`config.mk`:
```
export PLATFORM = sky130hd
export DESIGN_NAME = keypad_drive_command_encoder_core
export DESIGN_NICKNAME = d
export VERILOG_FILES = /design/src/sv/kdce_pkg.sv /design/src/sv/keypad_drive_command_encoder_core.sv
export SDC_FILE = /design/constraint.sdc
export NUM_CORES = 1
export LEC_CHECK = 0
export BUFFER_PORTS_ARGS = -buffer_cell sky130_fd_sc_hd__buf_2
export CAP_MARGIN = 30
export CORE_UTILIZATION = 45
export CTS_CLUSTER_DIAMETER = 30
export CTS_CLUSTER_SIZE = 12
export DETAILED_ROUTE_END_ITERATION = 16
export GPL_TIMING_DRIVEN = 0
export HOLD_SLACK_MARGIN = 0.12
export MAX_ROUTING_LAYER = met4
export PLACE_DENSITY_LB_ADDON = 0.2
export RECOVER_POWER = 100
export SKIP_LAST_GASP = 1
export SYNTH_ARGS = -nofsm -noshare
export SYNTH_HDL_FRONTEND = slang
export SYNTH_SLANG_ARGS = --single-unit
export TNS_END_PERCENT = 100
```
`constraint.sdc`:
```
create_clock -name aclk -period 4.43 [get_ports aclk]
set_input_delay 0.443 -clock aclk [delete_from_list [all_inputs] [get_ports aclk]]
set_output_delay 0.443 -clock aclk [all_outputs]
set_load 0.05 [all_outputs]
```
`src/sv/kdce_pkg.sv`:
```
// Package for the keypad drive command encoder: key masks, register codes,
// result entry type and the motion encoding function. No dependencies.
package kdce_pkg;

    localparam logic [7:0] BTN_RIGHT    = 8'h01;
    localparam logic [7:0] BTN_BACK     = 8'h02;
    localparam logic [7:0] BTN_MODE     = 8'h04;
    localparam logic [7:0] BTN_LEFT     = 8'h08;
    localparam logic [7:0] BTN_SERVO_DN = 8'h10;
    localparam logic [7:0] BTN_SERVO_UP = 8'h40;
    localparam logic [7:0] BTN_FORWARD  = 8'h80;

    localparam logic [7:0] SWAP_MASK      = 8'h24;
    localparam logic [7:0] CMD_RESET      = 8'h80;
    localparam logic [1:0] SERVO_RESET    = 2'd2;
    localparam logic [1:0] SERVO_MAX      = 2'd3;
    localparam logic [1:0] SERVO_MIN      = 2'd0;

    localparam logic [15:0] RESEND_PERIOD_RESET = 16'd10000;
    localparam logic [7:0]  SERVO_HOLDOFF_RESET = 8'd100;
    localparam logic [7:0]  MODE_HOLDOFF_RESET  = 8'd100;

    // operation codes
    localparam logic OP_TICK = 1'b0;
    localparam logic OP_KEYS = 1'b1;

    // register indexes (paddr[3:2])
    localparam logic [1:0] REG_RESEND_PERIOD = 2'd0;
    localparam logic [1:0] REG_SERVO_HOLDOFF = 2'd1;
    localparam logic [1:0] REG_MODE_HOLDOFF  = 2'd2;

    localparam int PADDR_W   = 4;
    localparam int FIFO_DEPTH = 4;
    localparam int PTR_W     = $clog2(FIFO_DEPTH);
    localparam int CNT_W     = $clog2(FIFO_DEPTH + 1);

    typedef struct packed {
        logic [7:0] drive_command;
        logic       is_resend;
        logic       swap_mode;
        logic       last_of_run;
    } result_t;

    // b1:0 left speed, b2 left reverse, b4:3 right speed, b5 right reverse
    function automatic logic [7:0] encode_motion(input logic [7:0] k);
        logic [7:0] c;
        c = 8'h00;
        priority if ((k & BTN_FORWARD) != 8'h00) begin
            priority if ((k & BTN_LEFT) != 8'h00)       c = {2'b00, 1'b0, 2'd3, 1'b0, 2'd2};
            else if ((k & BTN_RIGHT) != 8'h00)          c = {2'b00, 1'b0, 2'd2, 1'b0, 2'd3};
            else                                        c = {2'b00, 1'b0, 2'd3, 1'b0, 2'd3};
        end else if ((k & BTN_BACK) != 8'h00) begin
            priority if ((k & BTN_LEFT) != 8'h00)       c = {2'b00, 1'b1, 2'd3, 1'b1, 2'd2};
            else if ((k & BTN_RIGHT) != 8'h00)          c = {2'b00, 1'b1, 2'd2, 1'b1, 2'd3};
            else                                        c = {2'b00, 1'b1, 2'd3, 1'b1, 2'd3};
        end else if ((k & BTN_LEFT) != 8'h00) begin
            c = {2'b00, 1'b0, 2'd1, 1'b1, 2'd1};
        end else if ((k & BTN_RIGHT) != 8'h00) begin
            c = {2'b00, 1'b1, 2'd1, 1'b0, 2'd1};
        end else begin
            c = 8'h00;
        end
        return c;
    endfunction

endpackage

```
`src/sv/keypad_drive_command_encoder_core.sv`:
```
// Keypad drive command encoder, top level: state update, APB register file
// and a small result buffer. Depends on kdce_pkg.
// Results of an item are in the output buffer the cycle after it is
// accepted. Throughput: one item per cycle while s_ready is high; the
// result side drains one item per cycle while m_ready is high. Items that
// each cause two results are paced by s_ready. s_ready needs two free
// slots of the four-entry result buffer. Reset: aresetn synchronous, active
// low; state, registers and buffer pointers reset at once, no clearing pass.
module keypad_drive_command_encoder_core (
    input  logic                         aclk,
    input  logic                         aresetn,
    // input channel
    input  logic                         s_valid,
    output logic                         s_ready,
    input  logic                         s_operation,
    input  logic [7:0]                   s_keys,
    // result channel
    output logic                         m_valid,
    input  logic                         m_ready,
    output logic [7:0]                   m_drive_command,
    output logic                         m_is_resend,
    output logic                         m_swap_mode,
    output logic                         m_last_of_run,
    // configuration port
    input  logic                         psel,
    input  logic                         penable,
    input  logic                         pwrite,
    input  logic [kdce_pkg::PADDR_W-1:0] paddr,
    input  logic [31:0]                  pwdata,
    output logic [31:0]                  prdata,
    output logic                         pready
);

    // ---------------------------------------------------------------
    // Configuration registers
    // ---------------------------------------------------------------
    logic [15:0] resend_period_reg;
    logic [7:0]  servo_holdoff_reg;
    logic [7:0]  mode_holdoff_reg;
    logic        cfg_wr;

    assign pready = 1'b1;
    assign cfg_wr = psel && penable && pwrite && pready;

    always_ff @(posedge aclk) begin
        if (!aresetn) begin
            resend_period_reg <= kdce_pkg::RESEND_PERIOD_RESET;
            servo_holdoff_reg <= kdce_pkg::SERVO_HOLDOFF_RESET;
            mode_holdoff_reg  <= kdce_pkg::MODE_HOLDOFF_RESET;
        end else if (cfg_wr) begin
            unique case (paddr[3:2])
                kdce_pkg::REG_RESEND_PERIOD: resend_period_reg <= pwdata[15:0];
                kdce_pkg::REG_SERVO_HOLDOFF: servo_holdoff_reg <= pwdata[7:0];
                kdce_pkg::REG_MODE_HOLDOFF:  mode_holdoff_reg  <= pwdata[7:0];
                default: ;
            endcase
        end
    end

    always_comb begin
        unique case (paddr[3:2])
            kdce_pkg::REG_RESEND_PERIOD: prdata = {16'h0000, resend_period_reg};
            kdce_pkg::REG_SERVO_HOLDOFF: prdata = {24'h000000, servo_holdoff_reg};
            kdce_pkg::REG_MODE_HOLDOFF:  prdata = {24'h000000, mode_holdoff_reg};
            default:                     prdata = 32'h00000000;
        endcase
    end

    // ---------------------------------------------------------------
    // Encoder state
    // ---------------------------------------------------------------
    logic [7:0]  prev_keys_reg,   prev_keys_next;
    logic [7:0]  cur_cmd_reg,     cur_cmd_next;
    logic [1:0]  srv_pos_reg,     srv_pos_next;
    logic        swap_reg,        swap_next;
    logic [15:0] resend_cnt_reg,  resend_cnt_next;
    logic [7:0]  servo_cnt_reg,   servo_cnt_next;
    logic [7:0]  mode_cnt_reg,    mode_cnt_next;

    logic        in_acc;
    logic        is_keys;
    logic        resend_due;
    logic        keys_changed;
    logic        up_act;
    logic        down_act;
    logic        mode_act;
    logic [1:0]  pos_up;
    logic [7:0]  new_cmd;
    kdce_pkg::result_t resend_entry;
    kdce_pkg::result_t new_entry;
    kdce_pkg::result_t push0;
    logic [1:0]  push_n;

    assign in_acc       = s_valid && s_ready;
    assign is_keys      = (s_operation == kdce_pkg::OP_KEYS);
    assign resend_due   = (resend_cnt_reg == 16'd0);
    assign keys_changed = (s_keys != prev_keys_reg);

    // servo up is checked first; down sees the countdown as up left it
    assign up_act   = ((s_keys & kdce_pkg::BTN_SERVO_UP) != 8'h00) && (servo_cnt_reg == 8'd0);
    assign pos_up   = (up_act && srv_pos_reg != kdce_pkg::SERVO_MAX) ?
                      srv_pos_reg + 2'd1 : srv_pos_reg;
    assign down_act = ((s_keys & kdce_pkg::BTN_SERVO_DN) != 8'h00) &&
                      (up_act ? (servo_holdoff_reg == 8'd0) : (servo_cnt_reg == 8'd0));
    assign mode_act = ((s_keys & kdce_pkg::BTN_MODE) != 8'h00) && (mode_cnt_reg == 8'd0);

    always_comb begin
        srv_pos_next = pos_up;
        if (down_act && pos_up != kdce_pkg::SERVO_MIN) begin
            srv_pos_next = pos_up - 2'd1;
        end
    end

    // swap mask uses the flag before this item's toggle
    assign new_cmd = (kdce_pkg::encode_motion(s_keys) ^ (swap_reg ? kdce_pkg::SWAP_MASK : 8'h00))
                     | {srv_pos_next, 6'b000000};

    always_comb begin
        prev_keys_next  = prev_keys_reg;
        cur_cmd_next    = cur_cmd_reg;
        swap_next       = swap_reg;
        resend_cnt_next = resend_cnt_reg;
        servo_cnt_next  = servo_cnt_reg;
        mode_cnt_next   = mode_cnt_reg;
        push_n          = 2'd0;
        if (!is_keys) begin
            if (mode_cnt_reg != 8'd0)    mode_cnt_next   = mode_cnt_reg - 8'd1;
            if (servo_cnt_reg != 8'd0)   servo_cnt_next  = servo_cnt_reg - 8'd1;
            if (resend_cnt_reg != 16'd0) resend_cnt_next = resend_cnt_reg - 16'd1;
        end else begin
            if (resend_due || keys_changed) resend_cnt_next = resend_period_reg;
            if (keys_changed) begin
                prev_keys_next = s_keys;
                cur_cmd_next   = new_cmd;
                if (up_act || down_act) servo_cnt_next = servo_holdoff_reg;
                if (mode_act) begin
                    swap_next     = ~swap_reg;
                    mode_cnt_next = mode_holdoff_reg;
                end
            end
            push_n = {1'b0, resend_due} + {1'b0, keys_changed};
        end
    end

    // both results report the flag as it stands after the item
    assign resend_entry = '{drive_command: cur_cmd_reg, is_resend: 1'b1,
                            swap_mode: swap_next, last_of_run: !keys_changed};
    assign new_entry    = '{drive_command: new_cmd, is_resend: 1'b0,
                            swap_mode: swap_next, last_of_run: 1'b1};
    assign push0        = resend_due ? resend_entry : new_entry;

    always_ff @(posedge aclk) begin
        if (!aresetn) begin
            prev_keys_reg  <= 8'h00;
            cur_cmd_reg    <= kdce_pkg::CMD_RESET;
            srv_pos_reg    <= kdce_pkg::SERVO_RESET;
            swap_reg       <= 1'b1;
            resend_cnt_reg <= 16'd0;
            servo_cnt_reg  <= 8'd0;
            mode_cnt_reg   <= 8'd0;
        end else if (in_acc) begin
            prev_keys_reg  <= prev_keys_next;
            cur_cmd_reg    <= cur_cmd_next;
            if (is_keys && keys_changed) srv_pos_reg <= srv_pos_next;
            swap_reg       <= swap_next;
            resend_cnt_reg <= resend_cnt_next;
            servo_cnt_reg  <= servo_cnt_next;
            mode_cnt_reg   <= mode_cnt_next;
        end
    end

    // ---------------------------------------------------------------
    // Result buffer: up to two writes per item, one read per m_ready cycle
    // ---------------------------------------------------------------
    kdce_pkg::result_t                 fifo_reg [kdce_pkg::FIFO_DEPTH];
    logic [kdce_pkg::PTR_W-1:0]        wr_ptr_reg, wr_ptr_next;
    logic [kdce_pkg::PTR_W-1:0]        rd_ptr_reg;
    logic [kdce_pkg::CNT_W-1:0]        count_reg, count_next;
    logic [1:0]                        wr_n;
    logic                              out_acc;
    kdce_pkg::result_t                 head;

    assign wr_n    = in_acc ? push_n : 2'd0;
    assign out_acc = m_valid && m_ready;
    assign s_ready = (count_reg <= kdce_pkg::CNT_W'(kdce_pkg::FIFO_DEPTH - 2));
    assign m_valid = (count_reg != '0);

    assign wr_ptr_next = wr_ptr_reg + kdce_pkg::PTR_W'(wr_n);
    assign count_next  = count_reg + kdce_pkg::CNT_W'(wr_n) - kdce_pkg::CNT_W'(out_acc);

    always_ff @(posedge aclk) begin
        if (!aresetn) begin
            wr_ptr_reg <= '0;
            rd_ptr_reg <= '0;
            count_reg  <= '0;
        end else begin
            wr_ptr_reg <= wr_ptr_next;
            count_reg  <= count_next;
            if (out_acc) rd_ptr_reg <= rd_ptr_reg + kdce_pkg::PTR_W'(1);
        end
    end

    always_ff @(posedge aclk) begin
        if (wr_n != 2'd0) fifo_reg[wr_ptr_reg] <= push0;
        if (wr_n == 2'd2) fifo_reg[wr_ptr_reg + kdce_pkg::PTR_W'(1)] <= new_entry;
    end

    assign head            = fifo_reg[rd_ptr_reg];
    assign m_drive_command = head.drive_command;
    assign m_is_resend     = head.is_resend;
    assign m_swap_mode     = head.swap_mode;
    assign m_last_of_run   = head.last_of_run;

`ifndef SYNTHESIS
    a_count_bound: assert property (@(posedge aclk) disable iff (!aresetn)
        count_reg <= kdce_pkg::CNT_W'(kdce_pkg::FIFO_DEPTH))
        else $error("result buffer overflow");

    a_tick_no_push: assert property (@(posedge aclk) disable iff (!aresetn)
        (in_acc && s_operation == kdce_pkg::OP_TICK) |=> (count_reg <= $past(count_reg)))
        else $error("tick produced a result");

    a_prev_keys: assert property (@(posedge aclk) disable iff (!aresetn)
        (in_acc && s_operation == kdce_pkg::OP_KEYS) |=> (prev_keys_reg == $past(s_keys)))
        else $error("previous keys not captured");

    a_resend_reload: assert property (@(posedge aclk) disable iff (!aresetn)
        (in_acc && s_operation == kdce_pkg::OP_KEYS && resend_cnt_reg == 16'd0)
        |=> (resend_cnt_reg == $past(resend_period_reg)))
        else $error("resend countdown not reloaded");
`endif

endmodule

```
==> results.py <==
metrics = {
    "detailed_routing": {
        "post_drt_via_cell_ratio": 5.61,
        "vias": 6176,
        "dr.pass1.iters": 5,
        "wl_per_cell_microns": 16.8,
        "antenna_left": 0,
        "wl_microns": 18500,
        "drt_iter0_markers": 430,
        "drc": 0,
    },
    "floorplanning": {
        "die_w_microns": 126,
        "initial_utilization_pct": 46.9,
        "die_area_sq_mm": 0.0159,
        "ios": 98,
        "rows": 44,
        "die_h_microns": 126,
        "core-area_sq_mm": 0.0148,
    },
    "critical_path": {
        "setup.worst_path.end_class": "flip-flop",
        "path_delay_family": "adder cells",
        "rr_worst_depth": 17,
        "max_stage_delay_ns": 0.38,
        "cp.required_ns": 4.72,
        "path_cells": "inv_1, ha_1, nor3b_2, and4_1, nand2_1, clkbuf_2, ha_1, clkbuf_1, nand2_1, ha_1, inv_1, ha_1, inv_1, fa_1, xnor2_1, xnor2_1, nor2_1",
        "cp_num_buf_inv": 5,
        "crit_cells": 17,
        "arrival_ns": 4.46,
        "worst-path-max-fanout": 10,
        "crit_top_cell": "ha_1",
        "crit_type": "reg -> reg",
        "slowest_stage": "nor3b_2",
        "startpoint_type": "flip-flop",
    },
    "yosys": {
        "synth_top_family_by_area": "simple AND/OR/NAND/NOR gates",
        "synthSimpleGateAreaFrac_pct": 21.3,
        "synth_area_sq_mm": 0.00692,
        "synthCells": 809,
        "synth_cell_types": 58,
        "synth-compound-area-share_pct": 17.8,
        "synth_xor_area_share_pct": 2.41,
        "synth_warnings": 0,
        "synthFlopType": "dfxtp_1",
        "yosysSeqAreaShare_pct": 42.5,
        "synth_enable_flop_cells": 32,
        "synth_mux_area_share_pct": 7.45,
        "synthArstFlopShare_pct": 0,
        "synth_adder_area_share_pct": 2.46,
        "ys_ff_latch": 131,
        "avgSynthCellArea_sq_um": 8.55,
    },
    "power_and_ir_drop": {
        "power_leakage_uw": 0.00308,
        "power_density_mw_per_mm2": 632,
        "max-vdd-ir-drop_mv": 0.533,
    },
    "worst_hold_path": {
        "hold_depth": 3,
        "min_path_type": "in -> reg",
    },
    "timing": {
        "finalMaxSlewViolations": 0,
        "fin_crit_ns": 4.17,
        "fin_skew_ns": 0.00886,
        "finalCritPeriodShare_pct": 94.1,
        "rsz0062_at_grt": "false",
        "setup_slack_ns": 0.262,
        "max_freq_mhz": 240,
        "setup_viol": 0,
        "hold_viol": 0,
        "worstMarginPinSlew_ns": 0.935,
        "slew_headroom_pct": 37.1,
    },
    "run": {
        "max_cap_viol_count": 0,
    },
    "clock_network": {
        "numCtsBuffers": 17,
        "htree_levels": 4,
        "clk_latency_ns": 0.43,
        "cts.sinks": 131,
        "clk_pin_slew_worst_paths_ns": 0.06,
        "root_buffer": "clkbuf_16",
        "cts_buffer_depth": 2,
        "tritoncts": "done",
        "cts-hold-fix-buffers": 0,
    },
    "finish": {
        "drive_above_1_share_pct": 11.6,
        "fin_util_pct": 54.4,
        "largest_register_ff_count": 40,
        "syn_to_final_growth_pct": 16.1,
        "antenna_cells": 0,
        "nNetsFinal": 969,
        "final_area_sq_mm": 0.00803,
    },
    "grt": {
        "grt_pass1_vias": 5835,
        "grt_overflow_total": 0,
        "grt_pass1_wl_microns": 30000,
        "grt_max_degree": 17,
        "antenna_found_initial": 0,
        "grt_use_total_pct": 25.0,
        "use_met2_pct": 40.2,
        "global_route.usage.met1_pct": 30.6,
        "grt.busiest_layer": "met2",
        "met3_usage_pct": 3.99,
    },
    "place": {
        "pre_cts_slack_ns": -0.118,
        "post_dp_cell_area_sq_mm": 0.00751,
        "dp_hpwl_microns": 13500,
        "port_buffers": 60,
        "gp_congestion": 0.881,
    },
    "outcome": {
        "status": "complete, no violations",
    },
}
[cell usage after synthesis (3+ instances only)]
master	count	area share [%]
buf_2	5	0.36
a21o_1	3	0.33
a211oi_1	4	0.43
or4_1	6	0.65
dfxtp_1	99	29
o211ai_1	9	0.98
o31ai_1	15	1.6
and2_1	18	1.6
nor3_1	19	1.4
or2_2	4	0.36
nand2_1	129	7.0
buf_4	19	2.1
clkbuf_1	35	1.9
nor3b_1	4	0.43
and3_1	4	0.36
nor4_1	7	0.63
nor2_1	79	4.3
a21oi_1	57	4.1
xnor2_1	9	1.1
a22o_1	11	1.4
ha_1	12	2.2
o22ai_1	7	0.63
a2bb2oi_1	4	0.51
nand4_1	3	0.27
a311oi_1	3	0.38
nor2b_1	8	0.72
inv_1	20	1.1
mux2i_1	29	4.2
o21ai_0	49	3.5
nand3_1	23	1.7
nand2b_1	5	0.45
a31oi_1	8	0.72
a32oi_1	3	0.38
xor2_1	10	1.3
a22oi_1	6	0.65
or3_1	5	0.45
edfxtp_1	32	14
mux4_2	10	3.3
buf_1	7	0.38
[through the flow]
stage	instances	TNS (ns)	hold WS (ns)	power, uW
finish	1101	0	0.221	5080
global route	1101	0	0.234	5400
CTS	1101	0	0.213	5110
detailed placement	1069	-0.763	0.441	3750
global placement	1068	-0.654	0.432	3730
floorplan	824	0	0.420	3270
[routing by layer]
| metal | part of all wire [%] | routed length (microns) | vias to the layer above |
|---|---|---|---|
| li1 | - | - | 3032 |
| met4 | 2.9 | 541 | 0 |
| met1 | 44 | 8060 | 2862 |
| met5 | 0 | 0 | - |
| met2 | 48 | 8900 | 238 |
| met3 | 5.5 | 1010 | 44 |
[worst paths after layout]
path | start | slack (ns) | to
setup / recovery | resend_cnt_reg[0] | 0.26 | count_reg[2]
hold / removal | pwdata[10] | 0.22 | resend_period_reg[10]
setup reg to reg | resend_cnt_reg[0] | 0.26 | count_reg[2]
hold reg to reg | fifo_reg[1][2] | 0.45 | fifo_reg[1][2]
[report_power, final]
part / internal (uW) / switching, uW / leakage (uW)
registers: 1430 / 145 / 0.00110
logic: 738 / 1420 / 0.00172
clock network: 740 / 603 / 0.000268
total: 2910 / 2170 / 0.00308
[worst min-delay path, stage by stage]
cell and delay (ns):
buf_2 0.07, nand2_1 0.04, nand3_1 0.06
[repair_timing]
action / in CTS / in global routing
setup buffers: 0 / 0
gates resized for setup: 1 / 3
hold endpoints to repair: 0 / 0
setup endpoints to repair: 15 / 15
[final cells by class]
cell class | instances | area, sq um
fillers | 1408 | 6720
multi-input cells | 604 | 3620
flip-flops and latches | 131 | 2940
clock buffers | 17 | 425
plain buffers | 66 | 319
repair buffers | 61 | 268
well taps | 184 | 230
clock inverters | 15 | 135
inverters | 23 | 86.3
[placed cells by master (no fill, tap or decap), types with 23 or more instances in the layout]
cell and instances:
nand2_1 129, dfxtp_1 99, nor2_1 79, clkbuf_1 71, a21oi_1 57, o21ai_0 49
buf_2 33, edfxtp_1 32, mux2i_1 29, nand3_1 23
[cells by family (layout without fill, tap and decap cells)]
logic type | count (synthesis) | in the layout
simple gates | 321 | 321
compound gates | 195 | 195
flops | 131 | 131
mux | 39 | 39
xor+xnor | 19 | 19
other cells | 2 | 17
fa+ha+maj | 13 | 13
buf+inv | 89 | 182
Power figures use the tool's default switching activity.
